`src/design/http_request_line_parser_macros.svh`:
```
// Assertion macros shared by the request line parser.
// Every macro samples on the rising edge of clock.
`ifndef HTTP_REQUEST_LINE_PARSER_MACROS_SVH
`define HTTP_REQUEST_LINE_PARSER_MACROS_SVH

// The property is checked at every edge except while reset is high.
`define HRLP_ASSERT_RST(label, prop, msg) \
   label: assert property (@(posedge clock) disable iff (reset) (prop)) else $error(msg);

// The property is checked at every edge, reset included.
`define HRLP_ASSERT(label, prop, msg) \
   label: assert property (@(posedge clock) (prop)) else $error(msg);

`endif

```
`src/design/hrlp_pkg.sv`:
```
// Types, byte codes, tag codes and error codes of the request line parser.
// It depends on nothing and is used by the top level.
`default_nettype none

package hrlp_pkg;

   typedef enum logic [5:0] {
      PHASE_SKIP    = 6'b000001,
      PHASE_METHOD  = 6'b000010,
      PHASE_TARGET  = 6'b000100,
      PHASE_VERSION = 6'b001000,
      PHASE_DONE    = 6'b010000,
      PHASE_ERROR   = 6'b100000
   } phase_type;

   localparam logic [7:0] CHAR_SPACE    = 8'h20;
   localparam logic [7:0] CHAR_LF       = 8'h0a;
   localparam logic [7:0] CHAR_CR       = 8'h0d;
   localparam logic [7:0] CHAR_QUESTION = 8'h3f;

   localparam int VERSION_LEN = 7;

   localparam logic [2:0] CLASS_SKIPPED   = 3'd0;
   localparam logic [2:0] CLASS_METHOD    = 3'd1;
   localparam logic [2:0] CLASS_SEPARATOR = 3'd2;
   localparam logic [2:0] CLASS_PATH      = 3'd3;
   localparam logic [2:0] CLASS_QUERY     = 3'd4;
   localparam logic [2:0] CLASS_VERSION   = 3'd5;
   localparam logic [2:0] CLASS_LINE_END  = 3'd6;
   localparam logic [2:0] CLASS_BEYOND    = 3'd7;

   localparam logic [1:0] ERROR_NONE        = 2'd0;
   localparam logic [1:0] ERROR_SPACES      = 2'd1;
   localparam logic [1:0] ERROR_LINE_END    = 2'd2;
   localparam logic [1:0] ERROR_VERSION     = 2'd3;

   // Expected characters of the version prefix "HTTP/1.".
   function automatic logic [7:0] version_char(input logic [2:0] idx);
      logic [7:0] c;
      unique case (idx)
         3'd0: c = 8'h48;
         3'd1: c = 8'h54;
         3'd2: c = 8'h54;
         3'd3: c = 8'h50;
         3'd4: c = 8'h2f;
         3'd5: c = 8'h31;
         3'd6: c = 8'h2e;
         default: c = 8'h00;
      endcase
      return c;
   endfunction

endpackage

`default_nettype wire

```
`src/design/http_request_line_parser.sv`:
```
// Request line parser: tags each byte of an HTTP request with its part of the line.
// It depends on hrlp_pkg and on http_request_line_parser_macros.svh.
//
// Usage:
//    The request channel (req_valid, req_ready, req_data_byte) carries one byte of the
//    request stream per transfer. The response channel (rsp_valid, rsp_ready and the
//    rsp_ payload) returns one tagged byte per request byte, in order.
//    Each response carries the byte unchanged, its class, the sticky accepted flag
//    and the sticky error code as they stand after that byte.
//    A byte taken at a clock edge is registered and shown as a response after that edge.
//    Throughput is one byte per cycle while the receiver takes each response; the
//    parser state is updated by one short pass of logic from the byte and the state
//    into the response register. When the receiver stalls, the response register
//    holds its transfer and req_ready drops; when the response is taken, a new byte
//    is accepted in the same cycle.
//    Reset clears the response valid flag and returns the parser to skipping leading
//    CR and LF bytes, with no error and no accepted line.
`default_nettype none

`include "http_request_line_parser_macros.svh"

module http_request_line_parser (
   input  wire logic       clock,
   input  wire logic       reset,
   input  wire logic       req_valid,
   output logic            req_ready,
   input  wire logic [7:0] req_data_byte,
   output logic            rsp_valid,
   input  wire logic       rsp_ready,
   output logic [7:0]      rsp_byte_echo,
   output logic [2:0]      rsp_byte_class,
   output logic            rsp_line_accepted,
   output logic [1:0]      rsp_error_code
);

   hrlp_pkg::phase_type phase_ff, phase_in, cur_phase;
   logic       in_query_ff, in_query_in;
   logic [2:0] version_count_ff, version_count_in;
   logic       version_match_ff, version_match_in;
   logic       previous_was_cr_ff;
   logic [1:0] error_ff, error_in;
   logic       accepted_ff, accepted_in;
   logic [2:0] byte_class;
   logic       is_blank;
   logic       accept;

   logic       rsp_valid_ff;
   logic [7:0] rsp_byte_ff;
   logic [2:0] rsp_class_ff;
   logic       rsp_accepted_ff;
   logic [1:0] rsp_error_ff;

   assign req_ready = !rsp_valid_ff || rsp_ready;
   assign accept    = req_valid && req_ready;

   assign is_blank  = (req_data_byte == hrlp_pkg::CHAR_CR) ||
                      (req_data_byte == hrlp_pkg::CHAR_LF);
   assign cur_phase = (phase_ff == hrlp_pkg::PHASE_SKIP) ? hrlp_pkg::PHASE_METHOD : phase_ff;

   always_comb begin
      phase_in         = phase_ff;
      in_query_in      = in_query_ff;
      version_count_in = version_count_ff;
      version_match_in = version_match_ff;
      error_in         = error_ff;
      accepted_in      = accepted_ff;
      byte_class       = hrlp_pkg::CLASS_BEYOND;
      if (phase_ff == hrlp_pkg::PHASE_DONE || phase_ff == hrlp_pkg::PHASE_ERROR) begin
         byte_class = hrlp_pkg::CLASS_BEYOND;
      end else if (phase_ff == hrlp_pkg::PHASE_SKIP && is_blank) begin
         byte_class = hrlp_pkg::CLASS_SKIPPED;
      end else begin
         phase_in = cur_phase;
         priority if (req_data_byte == hrlp_pkg::CHAR_SPACE) begin
            if (cur_phase == hrlp_pkg::PHASE_METHOD) begin
               phase_in   = hrlp_pkg::PHASE_TARGET;
               byte_class = hrlp_pkg::CLASS_SEPARATOR;
            end else if (cur_phase == hrlp_pkg::PHASE_TARGET) begin
               phase_in   = hrlp_pkg::PHASE_VERSION;
               byte_class = hrlp_pkg::CLASS_SEPARATOR;
            end else begin
               phase_in = hrlp_pkg::PHASE_ERROR;
               error_in = hrlp_pkg::ERROR_SPACES;
            end
         end else if (req_data_byte == hrlp_pkg::CHAR_LF) begin
            if (!previous_was_cr_ff || cur_phase != hrlp_pkg::PHASE_VERSION) begin
               phase_in = hrlp_pkg::PHASE_ERROR;
               error_in = hrlp_pkg::ERROR_LINE_END;
            end else if (version_count_ff < 3'(hrlp_pkg::VERSION_LEN) ||
                         !version_match_ff) begin
               phase_in = hrlp_pkg::PHASE_ERROR;
               error_in = hrlp_pkg::ERROR_VERSION;
            end else begin
               phase_in    = hrlp_pkg::PHASE_DONE;
               accepted_in = 1'b1;
               byte_class  = hrlp_pkg::CLASS_LINE_END;
            end
         end else if (cur_phase == hrlp_pkg::PHASE_METHOD) begin
            byte_class = hrlp_pkg::CLASS_METHOD;
         end else if (cur_phase == hrlp_pkg::PHASE_TARGET) begin
            if (in_query_ff) begin
               byte_class = hrlp_pkg::CLASS_QUERY;
            end else if (req_data_byte == hrlp_pkg::CHAR_QUESTION) begin
               in_query_in = 1'b1;
               byte_class  = hrlp_pkg::CLASS_SEPARATOR;
            end else begin
               byte_class = hrlp_pkg::CLASS_PATH;
            end
         end else begin
            if (version_count_ff < 3'(hrlp_pkg::VERSION_LEN)) begin
               if (req_data_byte != hrlp_pkg::version_char(version_count_ff)) begin
                  version_match_in = 1'b0;
               end
               version_count_in = version_count_ff + 3'd1;
            end
            byte_class = hrlp_pkg::CLASS_VERSION;
         end
      end
   end

   always_ff @(posedge clock) begin
      if (reset) begin
         phase_ff           <= hrlp_pkg::PHASE_SKIP;
         in_query_ff        <= 1'b0;
         version_count_ff   <= 3'd0;
         version_match_ff   <= 1'b1;
         previous_was_cr_ff <= 1'b0;
         error_ff           <= hrlp_pkg::ERROR_NONE;
         accepted_ff        <= 1'b0;
         rsp_valid_ff       <= 1'b0;
      end else begin
         if (accept) begin
            phase_ff           <= phase_in;
            in_query_ff        <= in_query_in;
            version_count_ff   <= version_count_in;
            version_match_ff   <= version_match_in;
            previous_was_cr_ff <= (req_data_byte == hrlp_pkg::CHAR_CR);
            error_ff           <= error_in;
            accepted_ff        <= accepted_in;
            rsp_valid_ff       <= 1'b1;
         end else if (rsp_ready) begin
            rsp_valid_ff <= 1'b0;
         end
      end
   end

   always_ff @(posedge clock) begin
      if (accept) begin
         rsp_byte_ff     <= req_data_byte;
         rsp_class_ff    <= byte_class;
         rsp_accepted_ff <= accepted_in;
         rsp_error_ff    <= error_in;
      end
   end

   assign rsp_valid         = rsp_valid_ff;
   assign rsp_byte_echo     = rsp_byte_ff;
   assign rsp_byte_class    = rsp_class_ff;
   assign rsp_line_accepted = rsp_accepted_ff;
   assign rsp_error_code    = rsp_error_ff;

   `HRLP_ASSERT_RST(a_accept_excludes_error, rsp_valid |-> !(rsp_line_accepted && rsp_error_code != hrlp_pkg::ERROR_NONE), "accepted line reported with an error")
   `HRLP_ASSERT_RST(a_accepted_sticky, accepted_ff |=> accepted_ff, "accepted flag cleared without reset")
   `HRLP_ASSERT_RST(a_error_sticky, error_ff != hrlp_pkg::ERROR_NONE |=> error_ff == $past(error_ff), "sticky error changed")
   `HRLP_ASSERT_RST(a_line_end_flag, (rsp_valid && rsp_byte_class == hrlp_pkg::CLASS_LINE_END) |-> rsp_line_accepted, "line end tag without accepted flag")
   `HRLP_ASSERT(a_version_count_phase, version_count_ff != 3'd0 |-> (phase_ff == hrlp_pkg::PHASE_VERSION || phase_ff == hrlp_pkg::PHASE_DONE || phase_ff == hrlp_pkg::PHASE_ERROR), "version bytes counted outside the version")

endmodule

`default_nettype wire
```
`config.mk`:
```
export PLATFORM = sky130hd
export DESIGN_NAME = http_request_line_parser
export DESIGN_NICKNAME = d
export VERILOG_FILES = /design/src/design/hrlp_pkg.sv /design/src/design/http_request_line_parser.sv
export VERILOG_INCLUDE_DIRS = /design/src /design/src/design
export SDC_FILE = /design/constraint.sdc
export NUM_CORES = 1
export LEC_CHECK = 0
export ABC_AREA = 1
export BUFFER_PORTS_ARGS = -buffer_cell sky130_fd_sc_hd__clkbuf_2
export CORE_MARGIN = 2
export CORE_UTILIZATION = 43
export CTS_CLUSTER_DIAMETER = 40
export DETAILED_ROUTE_END_ITERATION = 10
export PLACE_DENSITY = 0.66
export SKIP_LAST_GASP = 1
export SLEW_MARGIN = 20
export SYNTH_ARGS = -nofsm -noshare
export SYNTH_HDL_FRONTEND = slang
export SYNTH_SLANG_ARGS = --single-unit
```
`constraint.sdc`:
```
create_clock -name clock -period 1.9 [get_ports clock]
set_input_delay 0.38 -clock clock [delete_from_list [all_inputs] [get_ports clock]]
set_output_delay 0.38 -clock clock [all_outputs]
set_load 0.03 [all_outputs]
```
Word level (Yosys, flattened, before mapping)
Index checks and enable logic that the tools add are counted.

storage, ports and cells
  register bits after elaboration = 30
  bits in latches = 0
  memory bits (writable) = 0
  bits in read-only memories = 0
  word-level logic and storage cells = 98
  memories = 0

cells by class
  add/subtract/negate cells = 1
  multiply operators = 0
  divide/modulo/power cells = 0
  magnitude comparators = 1
  equality and inequality tests = 17
  shifts and indexed selects = 0
  multiplexer cells = 44
  bitwise logic cells = 6
  reductions and logical operators = 17

operators by type and width
  kind                 count
  $mux 8               7
  $mux 6               7
  $pmux 7 s6           1
  $mux 3               8
  $eq 8x4->1 const B   2
  $eq 8x6->1 const B   2
  $mux 2               8
  $mux 1               13
  $eq 3x3->1 const B   3
  $reduce_and 9->1     1
  $ne 8x8->1           1
  $reduce_and 8->1     1
  $reduce_and 7->1     1
  $eq 3x2->1 const B   2
  $eq 6x1->1 const B   1
  $eq 6x2->1 const B   1
  $eq 6x3->1 const B   1
  $eq 6x5->1 const B   1
  $eq 6x6->1 const B   1
  $ne 6x4->1 const B   1
  $not 1->1            6
  $logic_or 1x1->1     5
  $add 3x1->3 const B  1
  $eq 3x1->1 const B   1
  7 further kinds      10

Depth between registers and ports, before layout
Gate-level depths: netlist of the first run.

  word-level depth = 12
  depth in mapped cells = 13

Least setup slack after synthesis of the first run
Ideal clock, no wire load.

  kind = reg2reg
  start = register rsp_valid_ff, in the netlist rsp_valid
  end = register phase_ff[2]
  library setup time = 67 ps
  arrival = 1,997 ps
  required time = 1,833 ps
  slack = -164 ps
  cell stages (with the launch flop) = 9
  path buffers = 0
  period minus slack after synthesis = 2,064 ps
  path through = dfxtp_1 -> nand2_1 -> nand2_1 -> clkinv_1 -> nand3_4 -> inv_4 -> nand2_4 -> nand2_4 -> o21ai_2

on the way
  longest elaborated chain between the ends = 4

ends and longest elaborated chain
  what                        line                             RTL
  from (decl)                 http_request_line_parser.sv:47   logic rsp_valid_ff;
  from (signal assigned)      http_request_line_parser.sv:130  rsp_valid_ff <= 1'b0;
  from (signal assigned)      http_request_line_parser.sv:140  rsp_valid_ff <= 1'b1;
  from (signal assigned)      http_request_line_parser.sv:142  rsp_valid_ff <= 1'b0;
  $logic_not 1->1             http_request_line_parser.sv:53   assign req_ready = !rsp_valid_ff || rsp_ready;
  $logic_or 1x1->1            http_request_line_parser.sv:53
  net req_ready               http_request_line_parser.sv:26   output logic req_ready,
  $logic_and 1x1->1           http_request_line_parser.sv:54   assign accept = req_valid && req_ready;
  net accept                  http_request_line_parser.sv:45   logic accept;
  $reduce_and 3->1 (no line)  -
  to (signal assigned)        http_request_line_parser.sv:123  phase_ff <= hrlp_pkg::PHASE_SKIP;
  to (signal assigned)        http_request_line_parser.sv:133  phase_ff <= phase_in;
  to (decl)                   http_request_line_parser.sv:36   hrlp_pkg::phase_type phase_ff, phase_in, cur_phase;

The timed path passes the listed nets, and every way through them passes these cells.
A chain may end at the register's enable or synchronous reset.

Final worst setup path of the first run
  start = register version_count_ff[0]
  end = register version_match_ff

on the way
  longest elaborated chain between the ends = 12
  elaborated cells between the ends (all ways) = 19
  classes of those cells = order compare (1); eq/ne (7); mux (8); reduce/logical (3)

ends and longest elaborated chain
  what                                      line                             RTL
  from (decl)                               http_request_line_parser.sv:38   logic [2:0] version_count_ff, version_count_in;
  from (signal assigned)                    http_request_line_parser.sv:135  version_count_ff <= version_count_in;
  $eq 3x2->1 or $eq 3x1->1 (tied branches)  hrlp_pkg.sv:40                   unique case (idx)
  $reduce_or 2->1 (no line)                 -
  $pmux 7 s6                                hrlp_pkg.sv:40
  $mux 8                                    http_request_line_parser.sv:110  if (version_count_ff < 3'(hrlp_pkg::VERSION_LEN)) begin
  $mux 8                                    http_request_line_parser.sv:100  end else if (cur_phase == hrlp_pkg::PHASE_TARGET) begin
  $mux 8                                    http_request_line_parser.sv:98   end else if (cur_phase == hrlp_pkg::PHASE_METHOD) begin
  $mux 8                                    http_request_line_parser.sv:85   end else if (req_data_byte == hrlp_pkg::CHAR_LF) begin
  $mux 8                                    http_request_line_parser.sv:74   priority if (req_data_byte == hrlp_pkg::CHAR_SPACE) begin
  $mux 8                                    http_request_line_parser.sv:70   end else if (phase_ff == hrlp_pkg::PHASE_SKIP && is_blank) begin
  $mux 8                                    http_request_line_parser.sv:68   if (phase_ff == hrlp_pkg::PHASE_DONE || phase_ff == hrlp_pkg::PHASE_ERROR) begin
  $ne 8x8->1                                http_request_line_parser.sv:111  if (req_data_byte != hrlp_pkg::version_char(version_count_ff)) begin
  $reduce_and 9->1 (no line) *              -
  to (signal assigned)                      http_request_line_parser.sv:136  version_match_ff <= version_match_in;
  to (decl)                                 http_request_line_parser.sv:39   logic version_match_ff, version_match_in;

Every way passes the cells marked *; elsewhere a longest branch is shown, timed or not. The select of a mux whose other input is x is not followed.

==> results.yml, run 1 <==
cells_and_area:
  final_cell_mix: "49 x nand2_1, 27 x clkbuf_2, 23 x inv_1, 17 x nor2_1, 16 x dfxtp_1"
  fin_nets: 270
  final_common_cell: "nand2_1"
  diodes: 0
  drive_above_1_share: 0.295
  synthToLayoutAreaGrowth_pct: 16.6
global_route:
  grt-ovfl-total: 0
  grt_usage: 0.172
  grt_pass1_wl_um: 5840
  antenna_found_initial: 0
  grt_max_degree: 21
  first_global_vias: 1281
floorplanning:
  die_x_um: 68.3
  start_util: 0.445
  rows: 23
  core_area_sq_um: 4000
  io_pins: 28
  die_area_sq_um: 4670
  die_height_um: 68.3
timing:
  grt_setup_unrepaired: "no"
  max_slew_margin: 0.748
  finalHoldViolCount: 0
  skew_ns: 0.00887
  fmax_mhz: 599
  min_period_ns: 1.67
  fin_crit_sh: 0.879
  setup_violations: 0
  worst_pin_slew_ns: 0.378
  drv_slew: 0
  tns_ns: 0
detailed_routing:
  first_iter_violations: 109
  avgViaCountPerCell: 4.74
  ant_nets: 0
  drc: 0
  first_pass_iters: 4
  routed_wl_um: 3530
  via_count: 1441
  wl_per_cell_um: 11.6
power_and_ir_drop:
  power_frac_comb: 0.212
  clockPowerShare: 0.327
  pwr-share-seq: 0.461
  p_sw_mw: 0.487
  power_density_nw_per_um2: 779
  swShare: 0.301
  p_int_mw: 1.13
  p_leak_nw: 0.979
  vdd.ir_drop.worst_uv: 471
  finalPower_mw: 1.62
synthesis:
  synthArstFlopShare: 0
  seq_area_frac_synth: 0.416
  synthCells: 219
  yosysUniqueCellTypes: 33
  syn-num-nets: 236
  synthFlopType: "dfxtp_1"
  synth_area_sq_um: 1780
  ys_warn_count: 0
  synth_top_cell_area_share: 0.236
  synth_adder_area_share: 0.0352
  synth.avg_cell_area_sq_um: 8.12
  synth-simple-area-share: 0.343
  synth.mux.area_fraction: 0
  synth_top_cell_by_area: "edfxtp_1"
  synth-xor-area-share: 0.00985
  synth-compound-area-share: 0.117
  synth_seq_cells: 30
  synth_top_family_by_area: "simple AND/OR/NAND/NOR gates"
  synth_edf_count: 14
  netlist_top_cells_area: "edfxtp_1 24%, dfxtp_1 18%, nand2_1 10%"
clock_network:
  clk_pin_slew_ns: 0.07
  cts_tree: "built"
  ctsHoldBuffers: 0
  cts_buffers: 5
  clock-sinks: 30
  cts_setup_buffers: 0
  clk_path_buf_depth: 2
  htree_levels: 2
  root_buffer: "clkbuf_8"
  clk-insertion-delay-late_ns: 0.28
setup_path:
  worst_ep_arrival_time_ns: 1.84
  cp_max_fo: 7
  path_class: "reg -> reg"
  crit_required_ns: 2.07
  end_kind: "flip-flop"
  start_kind: "flip-flop"
  reg2reg_slack_ns: 0.23
outcome:
  status: "completed"
flow_run:
  maxCapViolCount: 0
place:
  gp_congestion: 0.840
  port_buffers: 27
  dp_hpwl_um: 2760
hold_path:
  hp-class: "in -> reg"
kinds of logic (layout without fill, tap and decap cells):
family | after synthesis | in the layout
AO/OA/AOI/OAI | 35 | 35
buffers and inverters | 36 | 71
flip-flops | 30 | 30
adder cells (fa/ha/maj) | 5 | 5
XOR/XNOR | 2 | 2
AND/OR/NAND/NOR | 111 | 111
layer usage:
metal  GRT usage  share of wire  vias up  wire [um]
met5           0              0        -          0
met4      0.0850          0.023        0         82
met3      0.0444          0.039        7        138
met2       0.261           0.44       29       1550
met1       0.226           0.50      625       1760
li1            -              -      780          -
state kept, by name (all words and copies together) (netlist names):
| register | count |
|---|---|
| accepted_ff | 1 |
| rsp_line_accepted | 1 |
| rsp_byte_echo | 8 |
| version_count_ff | 3 |
| rsp_byte_class | 3 |
| rsp_error_code | 2 |
| in_query_ff | 1 |
| version_match_ff | 1 |
| error_ff | 2 |
| phase_ff | 6 |
| previous_was_cr_ff | 1 |
| rsp_valid | 1 |
critical path, stage by stage (launching register included):
cell and delay [ns]:
dfxtp_1 0.44, inv_1 0.14, ha_1 0.26, inv_1 0.08, nand4_1 0.16, nand2_1 0.10
nand2_1 0.04, o21ai_0 0.07, nor2_1 0.07, nand2_1 0.07, nand2_1 0.04, nand2_1 0.05
nand2_1 0.04
final timing paths:
| check | from | to | depth (start not counted) |
|---|---|---|---|
| min | req_data_byte[6] | rsp_byte_echo[6]$_DFFE_PP_ | 1 |
| max | version_count_ff[0]$_SDFFE_PP0P_ | version_match_ff$_SDFFE_PP1P_ | 12 |
| max reg2reg | version_count_ff[0]$_SDFFE_PP0P_ | version_match_ff$_SDFFE_PP1P_ | 12 |
| min reg2reg | accepted_ff$_SDFFE_PP0P_ | accepted_ff$_SDFFE_PP0P_ | 2 |
timing repair:
item	in CTS	in global routing
setup endpoints to repair	0	1
resized for setup	0	1
endpoints found under the hold margin	0	0
cell usage after synthesis (2+ instances only):
cell      instances
a21oi_1           9
a21oi_2           4
clkinv_1          2
dfxtp_1          16
edfxtp_1         14
ha_1              5
inv_1            23
inv_2             8
nand2_1          49
nand2_2           6
nand2_4           6
nand3_1          12
nand4_1           5
nor2_1           17
nor2_2            3
nor2_4            4
nor3_1            3
o21ai_0          14
o21ai_1           2
o21ai_2           2
o21bai_1          2
xor2_1            2
power by group through the flow:
stage / registers, mW / logic [mW] / clock network, mW
finish: 0.745 / 0.342 / 0.528
global route: 0.751 / 0.380 / 0.568
CTS: 0.745 / 0.344 / 0.538
detailed placement: 0.759 / 0.342 / 0
global placement: 0.758 / 0.341 / 0
floorplan: 0.794 / 0.221 / 0
through the flow:
step	instance area [sq um]	std cells	hold WS, ns	setup slack [ns]	utilization
finish	2070	304	0.338	0.230	0.519
global route	2070	304	0.348	0.0453	0.519
CTS	2070	304	0.335	0.181	0.519
detailed placement	1980	296	0.466	0.185	0.496
global placement	1980	296	0.460	0.172	0.496
floorplan	1780	219	0.439	0.121	-
layout make-up:
class | instances | area (sq um)
well taps | 50 | 62.6
fillers | 394 | 1930
clock buffers | 8 | 90.1
flip-flops and latches | 30 | 741
repair buffers | 29 | 150
inverters | 34 | 131
multi-input cells | 153 | 900
Power figures use the tool's default switching activity.
==> run 2, diff against run 1 <==
--- a/config.mk
+++ b/config.mk
@@ -8,7 +8,6 @@
 export LEC_CHECK = 0
 export ABC_AREA = 1
 export BUFFER_PORTS_ARGS = -buffer_cell sky130_fd_sc_hd__clkbuf_2
-export CORE_MARGIN = 2
 export CORE_UTILIZATION = 43
 export CTS_CLUSTER_DIAMETER = 40
 export DETAILED_ROUTE_END_ITERATION = 10
==> results.yml, run 2 (synthesis gave the netlist of run 1 again) <==
timing:
  finalHoldViolCount: 0
  setup_violations: 0
  fmax_mhz: 598
  hold_slack_ns: 0.345
  grt_setup_unrepaired: "no"
  min_period_ns: 1.67
  tns_ns: 0
  worst_pin_slew_ns: 0.353
  fin_crit_sh: 0.880
  skew_ns: 0.00756
  drv_slew: 0
  max_slew_margin: 0.762
detailed_routing:
  first_iter_violations: 69
  routed_wl_um: 3520
  drc: 0
  first_pass_iters: 4
  avgViaCountPerCell: 5.03
  wl_per_cell_um: 11.6
  ant_nets: 0
  via_count: 1530
clock_network:
  clock-sinks: 30
  clk_path_buf_depth: 2
  cts_buffers: 5
  clk_pin_slew_ns: 0.06
  root_buffer: "clkbuf_8"
  ctsHoldBuffers: 0
  clk-insertion-delay-late_ns: 0.28
  htree_levels: 2
  cts_tree: "built"
cells_and_area:
  drive_above_1_share: 0.295
  diodes: 0
  regArea_sq_um: 741
  final_cell_mix: "49 x nand2_1, 27 x clkbuf_2, 23 x inv_1, 17 x nor2_1, 16 x dfxtp_1"
  synthToLayoutAreaGrowth_pct: 16.6
  multi_input_area_sq_um: 900
  fin_nets: 270
  fin_area_sq_um: 2070
  final_common_cell: "nand2_1"
  layout.cells.non_filler: 304
  fillers: 386
  largest_reg_flops: 8
setup_path:
  rr_startpoint: "version_count_ff[1]$_SDFFE_PP0P_"
  end_kind: "flip-flop"
  worst_ep_arrival_time_ns: 1.70
  cp_max_fo: 8
  path_class: "reg -> reg"
  r2r-end: "rsp_byte_class[0]$_SDFFCE_PP1P_"
  ff2ff_path_depth: 6
  reg2reg_slack_ns: 0.23
  crit_required_ns: 1.92
  start_kind: "flip-flop"
place:
  placed_area_sq_um: 1980
  gp_congestion: 0.846
  placedCellCount: 296
  dp_hpwl_um: 2790
  port_buffers: 27
global_route:
  gr-usage-met3: 0.0431
  global_route.usage.met1: 0.235
  busiest_layer: "met2"
  grt-ovfl-total: 0
  grt_max_degree: 22
  grt_pass1_wl_um: 6150
  antenna_found_initial: 0
  grt_util_met2: 0.298
  first_global_vias: 1373
  grt_usage: 0.186
power_and_ir_drop:
  swShare: 0.296
  p_leak_nw: 0.979
  pwr-share-seq: 0.465
  clockPowerShare: 0.320
  power_frac_comb: 0.215
  p_int_mw: 1.13
  power_density_nw_per_um2: 773
  vdd.ir_drop.worst_uv: 377
  finalPower_mw: 1.60
  p_sw_mw: 0.475
floorplanning:
  rows: 23
  core_area_sq_um: 4000
  die_x_um: 66.3
  io_pins: 28
  die_area_sq_um: 4400
  start_util: 0.445
  die_height_um: 66.3
flow_run:
  maxCapViolCount: 0
hold_path:
  hold_depth: 1
  min_from: "req_data_byte[6]"
  hp-class: "in -> reg"
  holdPathEnd: "rsp_byte_echo[6]$_DFFE_PP_"
outcome:
  status: "completed"
==> run 2: cell counts in the layout (fill, tap and decap cells not counted) <==
Identical to the previous run, type by type.
==> run 2: per-stage QoR <==
stage          utilization  worst slack [ns]
2_1_floorplan            -             0.121
3_3_place_gp         0.496             0.171
3_5_place_dp         0.496             0.170
4_1_cts              0.519             0.154
5_1_grt              0.519            0.0401
6_report             0.519             0.229
==> run 2: worst max-delay path by stage <==
stage	from	to	depth (start not counted)
after detailed placement	version_count_ff[0]$_SDFFE_PP0P_	version_match_ff$_SDFFE_PP1P_	12
after floorplan	rsp_valid$_SDFFE_PP0P_	phase_ff[2]$_SDFFE_PP0P_	8
after CTS	version_count_ff[0]$_SDFFE_PP0P_	version_match_ff$_SDFFE_PP1P_	12
after global placement	version_count_ff[0]$_SDFFE_PP0P_	version_match_ff$_SDFFE_PP1P_	11
final	version_count_ff[1]$_SDFFE_PP0P_	rsp_byte_class[0]$_SDFFCE_PP1P_	6
after global routing	version_count_ff[0]$_SDFFE_PP0P_	version_match_ff$_SDFFE_PP1P_	12
==> run 2: timing repair <==
item,4_1_cts,5_1_grt
setup buffers,0,0
endpoints found under the setup margin,0,1
gates resized for setup,0,1
==> run 2: metal layers <==
| layer | wire [um] | vias up | part of all wire |
|---|---|---|---|
| met5 | 0 | - | 0 |
| met4 | 84 | 0 | 0.024 |
| met3 | 154 | 8 | 0.044 |
| met2 | 1590 | 39 | 0.45 |
| met1 | 1700 | 693 | 0.48 |
| li1 | - | 790 | - |
==> run 2: final cells by class <==
type	instances	area share
inverter	34	0.0633
timing repair buffer	29	0.0724
sequential	30	0.357
multi-input combinational	153	0.434
tap	50	0.0302
clock buffer	8	0.0434
==> run 2: worst max-delay path, stage by stage (launching register included) <==
cell	delay, ns
dfxtp_1	0.46
nand3_1	0.20
nand3b_1	0.26
nand2_1	0.11
o21ai_0	0.15
a21oi_1	0.16
a21oi_1	0.08
==> run 2: power by group through the flow <==
| stage | Clock [mW] | Sequential, mW | Combinational (mW) |
|---|---|---|---|
| finish | 0.514 | 0.746 | 0.344 |
| floorplan | 0 | 0.794 | 0.221 |
| global route | 0.559 | 0.751 | 0.388 |
| global placement | 0 | 0.759 | 0.340 |
| CTS | 0.527 | 0.746 | 0.344 |
| detailed placement | 0 | 0.760 | 0.343 |
==> run 3, diff against run 2 <==
--- a/config.mk
+++ b/config.mk
@@ -12,8 +12,10 @@
 export CTS_CLUSTER_DIAMETER = 40
 export DETAILED_ROUTE_END_ITERATION = 10
 export PLACE_DENSITY = 0.66
+export REMOVE_ABC_BUFFERS = 1
 export SKIP_LAST_GASP = 1
 export SLEW_MARGIN = 20
 export SYNTH_ARGS = -nofsm -noshare
 export SYNTH_HDL_FRONTEND = slang
 export SYNTH_SLANG_ARGS = --single-unit
+export TNS_END_PERCENT = 10
==> results.yml, run 3 (synthesis gave the netlist of run 1 again) <==
setup_path:
  cp_slowest_cell: "dfxtp_1"
  end_kind: "flip-flop"
  cp_max_fo: 7
  start_kind: "flip-flop"
  crit_family: "simple AND/OR/NAND/NOR gates"
  worst_ep_arrival_time_ns: 1.84
  worst_path_largest_cell_delay_ns: 0.44
  path_class: "reg -> reg"
  crit_top_cell: "nand2_1"
  crit_required_ns: 2.07
  cp.depth: 12
  crit_chain: "inv_1 -> ha_1 -> inv_1 -> nand4_1 -> nand2_1 -> nand2_1 -> o21ai_0 -> nor2_1 -> nand2_1 -> nand2_1 -> nand2_1 -> nand2_1"
  ff2ff_path_depth: 12
  crit_buf_inv: 2
global_route:
  grt_max_degree: 21
  grt-ovfl-total: 0
  antenna_found_initial: 0
  grt_usage: 0.183
  first_global_vias: 1345
  grt_pass1_wl_um: 5950
outcome:
  status: "completed"
clock_network:
  clock-sinks: 30
  cts_setup_buffers: 0
  cts_buffers: 5
  clk_pin_slew_ns: 0.07
  cts_tree: "built"
  clk-insertion-delay-late_ns: 0.29
  root_buffer: "clkbuf_8"
  clk_path_buf_depth: 2
  htree_levels: 2
power_and_ir_drop:
  power_density_nw_per_um2: 779
  p_leak_nw: 0.979
  vdd.ir_drop.worst_uv: 324
detailed_routing:
  drc: 0
  first_pass_iters: 4
  ant_nets: 0
  routed_wl_um: 3480
  wl_per_cell_um: 11.4
  avgViaCountPerCell: 4.94
  via_count: 1501
  first_iter_violations: 123
floorplanning:
  die_area_sq_um: 4400
  rows: 23
  io_pins: 28
  die_x_um: 66.3
  core_area_sq_um: 4000
  die_height_um: 66.3
  start_util: 0.445
cells_and_area:
  drive_above_1_share: 0.295
  layout.cells.non_filler: 304
  fin_nets: 270
  synthToLayoutAreaGrowth_pct: 16.6
  diodes: 0
  largest_reg_flops: 8
  fin_area_sq_um: 2070
  final_common_cell: "nand2_1"
  final_cell_mix: "49 x nand2_1, 27 x clkbuf_2, 23 x inv_1, 17 x nor2_1, 16 x dfxtp_1"
hold_path:
  hp-class: "in -> reg"
  hold_depth: 1
timing:
  worst_pin_slew_ns: 0.386
  min_period_ns: 1.67
  setup_violations: 0
  finalHoldViolCount: 0
  skew_ns: 0.00568
  fmax_mhz: 599
  drv_slew: 0
  max_slew_margin: 0.743
  fin_crit_sh: 0.878
  grt_setup_unrepaired: "no"
place:
  placedCellCount: 296
  dp_hpwl_um: 2750
  gp_congestion: 0.867
  port_buffers: 27
  placed_area_sq_um: 1980
flow_run:
  maxCapViolCount: 0
-- run 3: changes by cell type in the layout (fill, tap and decap cells not counted) --
| cell | delta |
|---|---|
| clkbuf_1 | -1 |
| clkinv_1 | +1 |
-- run 3: stage by stage --
| step | utilization | worst slack [ns] | setup TNS, ns | total power [mW] | hold slack, ns |
|---|---|---|---|---|---|
| 6_report | 0.519 | 0.231 | 0 | 1.62 | 0.331 |
| 5_1_grt | 0.519 | 0.0190 | 0 | 1.71 | 0.339 |
| 4_1_cts | 0.519 | 0.142 | 0 | 1.63 | 0.328 |
| 3_5_place_dp | 0.496 | 0.162 | 0 | 1.10 | 0.467 |
| 3_3_place_gp | 0.496 | 0.166 | 0 | 1.10 | 0.457 |
| 2_1_floorplan | - | -0.164 | -1.42 | 1.01 | 0.439 |
-- run 3: layout make-up --
cell class	count	area [sq um]
Fill cell	395	1930
Multi-Input combinational cell	153	900
Sequential cell	30	741
Timing Repair Buffer	29	150
Inverter	34	130
Clock buffer	7	86.3
Tap cell	50	62.6
Clock inverter	1	5.00
-- run 3: where the power goes --
part	leakage, nW	internal (mW)	switching, mW
registers	0.266	0.719	0.0258
clock network	0.0482	0.292	0.238
logic	0.665	0.114	0.226
total	0.979	1.13	0.490
-- run 3: path summary, 6_finish.rpt --
check	from	to	slack, ns
worst max-delay path	version_count_ff[0]$_SDFFE_PP0P_	version_match_ff$_SDFFE_PP1P_	0.23
worst min-delay path	req_data_byte[7]	rsp_byte_echo[7]$_DFFE_PP_	0.33
worst max register to register	version_count_ff[0]$_SDFFE_PP0P_	version_match_ff$_SDFFE_PP1P_	0.23
worst min register to register	version_match_ff$_SDFFE_PP1P_	version_match_ff$_SDFFE_PP1P_	0.48
-- run 3: metal layers --
metal,vias up,GRT usage,wire length [um],share of wire
met5,-,0,0,0
li1,789,-,-,-
met2,43,0.279,1540,0.44
met4,0,0.101,100,0.029
met3,11,0.0414,152,0.044
met1,658,0.237,1680,0.48
-- run 3: timing repair --
action,CTS,global route
hold endpoints to repair,0,0
gates resized for setup,0,1
endpoints found under the setup margin,0,1
hold buffers,0,0
